`src/rtl/stable_sorted_priority_queue_core_defines.svh`:
```
// ----------------------------------------------------------------------------
// Sorted priority queue assertion macros
// Shared concurrent assertion forms, sampled on clk, disabled in reset.
// ----------------------------------------------------------------------------
`ifndef STABLE_SORTED_PRIORITY_QUEUE_CORE_DEFINES_SVH
`define STABLE_SORTED_PRIORITY_QUEUE_CORE_DEFINES_SVH

// same-cycle implication
`define SPQ_ASSERT_NOW(lbl, ante, cons) \
  lbl: assert property (@(posedge clk) disable iff (!rst_n) (ante) |-> (cons)) \
    else $error("spq assertion failed");

// next-cycle implication
`define SPQ_ASSERT_NEXT(lbl, ante, cons) \
  lbl: assert property (@(posedge clk) disable iff (!rst_n) (ante) |=> (cons)) \
    else $error("spq assertion failed");

`endif

```
`src/rtl/spq_pkg.sv`:
```
// ----------------------------------------------------------------------------
// spq_pkg
// Types and constants shared by the sorted priority queue cells and top.
// ----------------------------------------------------------------------------
package spq_pkg;

  localparam int VALUE_W      = 32;
  localparam int PRIO_W       = 16;
  localparam int COUNT_W      = 5;
  localparam int CAPACITY_DEF = 16;

  typedef enum logic {
    OP_INSERT = 1'b0,
    OP_REMOVE = 1'b1
  } op_t;

  typedef enum logic [1:0] {
    ST_OK    = 2'd0,
    ST_FULL  = 2'd1,
    ST_EMPTY = 2'd2
  } status_t;

  // broadcast to every cell for one request
  typedef struct packed {
    logic                     ins;
    logic                     rem;
    logic signed [VALUE_W-1:0] val;
    logic signed [PRIO_W-1:0]  pri;
  } spq_ctrl_t;

endpackage

```
`src/rtl/stable_sorted_priority_queue_core.sv`:
```
// ----------------------------------------------------------------------------
// stable_sorted_priority_queue_core
// Bounded priority queue kept sorted in a chain of slots, smallest priority
// first, equal priorities in arrival order.
// ----------------------------------------------------------------------------
// Usage:
//   Request channel: drive in_opcode, in_item_value and in_priority_req with
//   start high; the request is taken at a clock edge where busy is low.
//   busy never rises, so one request is taken every cycle.
//   Insert places the entry behind all held entries of lower or equal
//   priority; remove pops the front entry.
//   Result channel: exactly one result per request, shown for one cycle with
//   out_strobe high, in the cycle after the request was taken (throughput 1
//   request per cycle). Every slot compares against the new priority and
//   shifts to its neighbor in the same cycle, so the chain length does not
//   affect the rate.
//   out_status reports a refused insert (queue full) or a remove on an empty
//   queue; the queue is left unchanged then. out_entry_count gives the low
//   five bits of the count after the request.
//   The receiver cannot stall; it must take each strobed result.
//   Reset (rst_n low, synchronous) empties the queue and drops any pending
//   result; slot contents are not cleared.
// ----------------------------------------------------------------------------
`include "stable_sorted_priority_queue_core_defines.svh"

module stable_sorted_priority_queue_core import spq_pkg::*; #(
  parameter int CAPACITY = CAPACITY_DEF
) (
  input  logic                      clk,
  input  logic                      rst_n,
  input  logic                      start,
  output logic                      busy,
  input  logic                      in_opcode,
  input  logic signed [VALUE_W-1:0] in_item_value,
  input  logic signed [PRIO_W-1:0]  in_priority_req,
  output logic                      out_strobe,
  output logic signed [VALUE_W-1:0] out_value,
  output logic                      out_valid,
  output logic [1:0]                out_status,
  output logic [COUNT_W-1:0]        out_entry_count,
  output logic                      out_queue_empty
);

  localparam int CNT_W = $clog2(CAPACITY + 1);

  logic [CNT_W-1:0] count_r, count_nxt;
  logic             strobe_r;
  logic signed [VALUE_W-1:0] value_r, value_nxt;
  logic             valid_r, valid_nxt;
  status_t          status_r, status_nxt;

  logic             accept;
  logic             full, empty;
  spq_ctrl_t        ctrl;

  logic signed [VALUE_W-1:0] cell_val [CAPACITY];
  logic signed [PRIO_W-1:0]  cell_pri [CAPACITY];
  logic                      cell_le  [CAPACITY];

  logic [CNT_W+COUNT_W-1:0]  count_ext;

  assign busy   = 1'b0;
  assign accept = start && !busy;
  assign full   = (count_r == CNT_W'(CAPACITY));
  assign empty  = (count_r == '0);

  // request decode and result
  always_comb begin
    ctrl.ins   = 1'b0;
    ctrl.rem   = 1'b0;
    ctrl.val   = in_item_value;
    ctrl.pri   = in_priority_req;
    count_nxt  = count_r;
    value_nxt  = '0;
    valid_nxt  = 1'b0;
    status_nxt = ST_OK;
    if (accept) begin
      unique case (op_t'(in_opcode))
        OP_INSERT: begin
          if (full) begin
            status_nxt = ST_FULL;
          end else begin
            ctrl.ins  = 1'b1;
            count_nxt = count_r + 1'b1;
          end
        end
        OP_REMOVE: begin
          if (empty) begin
            status_nxt = ST_EMPTY;
          end else begin
            ctrl.rem  = 1'b1;
            value_nxt = cell_val[0];
            valid_nxt = 1'b1;
            count_nxt = count_r - 1'b1;
          end
        end
        default: begin
          status_nxt = ST_OK;
        end
      endcase
    end
  end

  // count and strobe
  always_ff @(posedge clk) begin
    if (!rst_n) begin
      count_r  <= '0;
      strobe_r <= 1'b0;
    end else begin
      count_r  <= count_nxt;
      strobe_r <= accept;
    end
  end

  // result payload
  always_ff @(posedge clk) begin
    value_r  <= value_nxt;
    valid_r  <= valid_nxt;
    status_r <= status_nxt;
  end

  // chain of slots, slot 0 is the front
  for (genvar i = 0; i < CAPACITY; i++) begin : g_cell
    logic                      occ;
    logic                      l_le;
    logic signed [VALUE_W-1:0] l_val, r_val;
    logic signed [PRIO_W-1:0]  l_pri, r_pri;

    assign occ = (CNT_W'(i) < count_r);

    if (i == 0) begin : g_first
      assign l_le  = 1'b1;
      assign l_val = '0;
      assign l_pri = '0;
    end else begin : g_mid
      assign l_le  = cell_le[i-1];
      assign l_val = cell_val[i-1];
      assign l_pri = cell_pri[i-1];
    end

    if (i == CAPACITY - 1) begin : g_last
      assign r_val = '0;
      assign r_pri = '0;
    end else begin : g_inner
      assign r_val = cell_val[i+1];
      assign r_pri = cell_pri[i+1];
    end

    spq_cell u_cell (
      .clk       (clk),
      .ctrl      (ctrl),
      .occupied  (occ),
      .left_le   (l_le),
      .left_val  (l_val),
      .left_pri  (l_pri),
      .right_val (r_val),
      .right_pri (r_pri),
      .val       (cell_val[i]),
      .pri       (cell_pri[i]),
      .le        (cell_le[i])
    );
  end

  // outputs
  assign count_ext       = (CNT_W + COUNT_W)'(count_r);
  assign out_strobe      = strobe_r;
  assign out_value       = value_r;
  assign out_valid       = valid_r;
  assign out_status      = status_r;
  assign out_entry_count = count_ext[COUNT_W-1:0];
  assign out_queue_empty = empty;

  // checks
  `SPQ_ASSERT_NOW(a_count_bound, 1'b1, count_r <= CNT_W'(CAPACITY))
  `SPQ_ASSERT_NEXT(a_result_follows, accept, out_strobe)
  `SPQ_ASSERT_NOW(a_valid_ok, out_strobe && out_valid, out_status == ST_OK)
  `SPQ_ASSERT_NEXT(a_full_holds, accept && !in_opcode && full, count_r == $past(count_r))
  `SPQ_ASSERT_NOW(a_front_sorted, count_r >= CNT_W'(2), cell_pri[0] <= cell_pri[1])

endmodule

```
`src/rtl/spq_cell.sv`:
```
// ----------------------------------------------------------------------------
// spq_cell
// One slot of the sorted chain: holds an entry, shifts right on insert
// behind the new entry, shifts left on remove.
// ----------------------------------------------------------------------------
module spq_cell import spq_pkg::*; (
  input  logic                      clk,
  input  spq_ctrl_t                 ctrl,
  input  logic                      occupied,
  input  logic                      left_le,
  input  logic signed [VALUE_W-1:0] left_val,
  input  logic signed [PRIO_W-1:0]  left_pri,
  input  logic signed [VALUE_W-1:0] right_val,
  input  logic signed [PRIO_W-1:0]  right_pri,
  output logic signed [VALUE_W-1:0] val,
  output logic signed [PRIO_W-1:0]  pri,
  output logic                      le
);

  logic signed [VALUE_W-1:0] val_r, val_nxt;
  logic signed [PRIO_W-1:0]  pri_r, pri_nxt;

  // held entry stays ahead of the new one (equal priority keeps arrival order)
  assign le = occupied && (pri_r <= ctrl.pri);

  // slot update
  always_comb begin
    val_nxt = val_r;
    pri_nxt = pri_r;
    if (ctrl.ins) begin
      if (le) begin
        val_nxt = val_r;
        pri_nxt = pri_r;
      end else if (left_le) begin
        val_nxt = ctrl.val;
        pri_nxt = ctrl.pri;
      end else begin
        val_nxt = left_val;
        pri_nxt = left_pri;
      end
    end else if (ctrl.rem) begin
      val_nxt = right_val;
      pri_nxt = right_pri;
    end
  end

  always_ff @(posedge clk) begin
    val_r <= val_nxt;
    pri_r <= pri_nxt;
  end

  assign val = val_r;
  assign pri = pri_r;

endmodule

```
`config.mk`:
```
export PLATFORM = sky130hd
export DESIGN_NAME = stable_sorted_priority_queue_core
export DESIGN_NICKNAME = d
export VERILOG_FILES = /design/src/rtl/spq_pkg.sv /design/src/rtl/stable_sorted_priority_queue_core.sv /design/src/rtl/spq_cell.sv
export VERILOG_INCLUDE_DIRS = /design/src /design/src/rtl
export SDC_FILE = /design/constraint.sdc
export NUM_CORES = 2
export LEC_CHECK = 0
export ABC_AREA = 1
export BUFFER_PORTS_ARGS = -buffer_cell sky130_fd_sc_hd__buf_4
export CORE_ASPECT_RATIO = 1.2
export CORE_MARGIN = 10
export CORE_UTILIZATION = 65
export CTS_BUF_LIST = sky130_fd_sc_hd__clkbuf_8
export DETAILED_ROUTE_END_ITERATION = 7
export GPL_TIMING_DRIVEN = 0
export PLACE_DENSITY_LB_ADDON = 0.25
export SLEW_MARGIN = 20
export SYNTH_ARGS = -nofsm -noshare
export SYNTH_HDL_FRONTEND = slang
export SYNTH_SLANG_ARGS = --single-unit
```
`constraint.sdc`:
```
create_clock -name clk -period 9.7 [get_ports clk]
set_clock_uncertainty 0.2 [all_clocks]
set_input_delay 0 -clock clk [delete_from_list [all_inputs] [get_ports clk]]
set_output_delay 0 -clock clk [all_outputs]
set_load 0.02 [all_outputs]
```
==> impl_metrics.tcl <==
set metrics [dict create \
    drive_gt1_share_pct 7.59 \
    outcome "complete, no violations" \
    grt_remaining_overflow 0 \
    tns_ns 0 \
    cpMostUsedCell "dlygate4sd3_1" \
    cts_tree "yes" \
    syn_nets 6899 \
    drcViolationCount 0 \
    htree_levels 4 \
    drt_iter0_markers 4622 \
    finalSetupViolCount 0 \
    syn_avg_cell_area_um2 7.46 \
    holdWs_ns 0.0261 \
    grt_first_pass_wirelength_um 226000 \
    power_density_mw_per_mm2 197 \
    dp_hpwl_um 111000 \
    first_pass_iters 7 \
    port_buffers 92 \
    yosysUniqueCellTypes 33 \
    rrSetupSlack_ns 5.47 \
    worstHoldStart "in_item_value[18]" \
    layout.nets 7228 \
    crit_fanout 25 \
    grt_pass1_vias 43600 \
    seqPwrFrac_pct 45.9 \
    hold_viol 0 \
    slowest_stage "nor2_1" \
    grt_max_degree 49 \
    r2r_cells 10 \
    cts.sinks 809 \
    reg2reg_from "out_entry_count[1]$_SDFFE_PN0P_" \
    syn_area_mm2 0.0492 \
    io_pins 95 \
    comb_power_share_pct 26.6 \
    die_area_mm2 0.0871 \
    synth-seq-area-share_pct 48.6 \
    rsz0062_at_grt "no" \
    finalInstanceArea_mm2 0.0549 \
    clk_path_buf_depth 3 \
    max_freq_mhz 232 \
    avgRoutedWirePerCell_um 18.4 \
    grt_antenna_before_repair 3 \
    synth_flop_cell "edfxtp_1" \
    clockRootBuffer "clkbuf_8" \
    cts_buffers 138 \
    chipWidth_um 271 \
    hold_end "g_cell[15].u_cell.val[18]$_SDFFCE_PN0P_" \
    power.total_mw 10.8 \
    cap_violations 0 \
    rows 110 \
    placed_cells 7702 \
    worstHoldPathCells 6 \
    relSlewSlack_pct 18.8 \
    tightest_slew_ns 1.22 \
    cts_resized 0 \
    async_reset_ff_share_pct 0 \
    wl_um 148000 \
    clk_latency_ns 0.85 \
    end_kind "flop" \
    final_cells 8034 \
    die_y_um 321 \
    vdd_ir_drop_max_uv 152 \
    place_congestion 0.922 \
    crit_path_start_kind "input pin" \
    slew_violations 0 \
    r2r_end "g_cell[2].u_cell.val[18]$_DFFE_PP_" \
    grt_use_total_pct 33.1 \
    clkPwrFrac_pct 27.4 \
    synthToLayoutAreaGrowth_pct 11.6 \
    cp_data_arrival_time_ns 4.64 \
    path_cells "dlygate4sd3_1 > dlygate4sd3_1 > clkbuf_1 > dlygate4sd3_1 > nand2_1 > nor2_1 > inv_1 > buf_2 > buf_2 > nand2_2 > buf_12" \
    critPathMaxStageDelay_ns 0.89 \
    switching_power_mw 3.81 \
    placed_area_mm2 0.0515 \
    worstPathRequired_ns 10.03 \
    postSynthCellCount 6588 \
    via_per_inst 5.50 \
    power.internal_mw 7.01 \
    path_clk_slew_ns 0.06 \
    synth_edf_count 768 \
    vias 44200 \
    antenna_left 0 \
    initial_core_util_pct 65.6 \
    synth-seq-cells 809 \
    criticalPathCategory "input pin to flop" \
    hp-class "input pin to flop" \
    p_leak_nw 31.7 \
    period_needed_ns 4.30 \
    fin_crit_sh_pct 44.4 \
    ys.warnings.count 0 \
    core_mm2 0.0750 \
    post_cts_buffers 0 \
    power.share.switching_pct 35.2 \
]
## registers in the layout, summed over array words and instances (netlist names)
register	cells
out_status	2
g_cell.u_cell.pri	256
out_value	32
out_entry_count	5
out_valid	1
out_strobe	1
g_cell.u_cell.val	512
## logic make-up after synthesis
logic type               Yosys count  synth area share (%)
adder cells (fa/ha/maj)          259                  6.59
other                              1               0.00763
buffers and inverters           1147                  9.77
flip-flops                       809                  48.6
XOR/XNOR                           1                0.0178
AND/OR/NAND/NOR                 4120                  32.4
AO/OA/AOI/OAI                    251                  2.65
## layout by cell type (no fill, tap or decap), drive strengths merged
| cell | n |
|---|---|
| nand2 | 3807 |
| inv | 894 |
| edfxtp | 768 |
| buf | 301 |
| clkbuf | 260 |
| ha | 259 |
| nor2 | 172 |
| a21oi | 150 |
| nand3 | 112 |
| dlygate4sd3 | 83 |
| o21ai | 81 |
| dfxtp | 41 |
| clkinv | 36 |
| a21o | 14 |
| nand4 | 14 |
| nor3 | 12 |
| clkinvlp | 7 |
| o21bai | 3 |
| diode | 2 |
| bufinv | 2 |
| a31oi | 2 |
| nor4 | 1 |
| and3 | 1 |
| o211ai | 1 |
| nand3b | 1 |
| xor2 | 1 |
| conb | 1 |
## routing by layer
layer  vias up  part of all wire (%)  global-route usage (%)
met5         -                     0                       0
met4         0                   7.2                    23.0
met3       490                   7.3                    4.44
met2      2189                    49                    57.0
met1     20600                    37                    37.9
li1      20900                     -                       -
## synth_stat cells (3+ instances only)
cell type	instances	area, µm²
dfxtp_1	41	821
nand4_1	14	87.6
nand2_4	27	304
buf_8	3	45.0
inv_1	833	3130
buf_6	9	101
a21o_1	14	105
nor2_1	169	634
nor3_1	12	60.1
o21ai_0	79	395
o21bai_1	3	22.5
clkbuf_1	114	428
buf_2	100	500
buf_4	72	541
buf_1	11	41.3
nand2_1	3760	14100
nand3_1	112	561
ha_1	259	3240
inv_2	4	15.0
nand2_2	20	125
edfxtp_1	768	23100
a21oi_1	150	751
## layout make-up
class,instances,area (µm²)
Tap cell,1008,1260
Multi-Input combinational cell,4632,20600
Sequential cell,809,23900
Fill cell,5879,20100
Antenna cell,2,5.00
Clock inverter,101,512
Buffer,309,1660
Inverter,838,3150
Clock buffer,146,2010
Timing Repair Buffer,189,1820
## critical path: cells and delay by family
kind	cells	cell delay [ns]
buf+inv	8	3.06
simple gates	3	1.53
## worst max-delay path by stage
stage / end / slack (ns) / depth (start not counted) / from
floorplan: g_cell[14].u_cell.pri[0]$_DFFE_PP_ / 4.73 / 8 / out_entry_count[0]$_SDFFE_PN0P_
global route: g_cell[2].u_cell.val[1]$_DFFE_PP_ / 5.34 / 11 / in_opcode
finish: g_cell[2].u_cell.val[18]$_DFFE_PP_ / 5.40 / 11 / in_opcode
CTS: g_cell[2].u_cell.val[31]$_DFFE_PP_ / 5.48 / 11 / in_opcode
global placement: g_cell[14].u_cell.val[18]$_DFFE_PP_ / 2.09 / 14 / in_priority_req[9]
detailed placement: g_cell[14].u_cell.val[19]$_DFFE_PP_ / 5.33 / 16 / in_priority_req[9]
## power by group through the flow
stage | registers (mW) | clock network [mW] | logic (mW)
after global placement | 5.05 | 0 | 2.60
after global routing | 5.01 | 3.12 | 3.23
after CTS | 4.95 | 2.96 | 2.82
after detailed placement | 5.02 | 0 | 2.77
final | 4.97 | 2.97 | 2.88
after floorplan | 4.92 | 0 | 1.95
## metrics by stage
stage               utilization (%)  worst slack [ns]
floorplan                         -              4.73
global placement               68.2              2.09
detailed placement             68.7              5.33
CTS                            73.1              5.48
global route                   73.2              5.34
finish                         73.2              5.40
## what timing repair did
item	CTS	global route
hold buffers	83	0
hold endpoints to repair	777	0
endpoints found under the setup margin	0	0
Power figures use the tool's default switching activity.
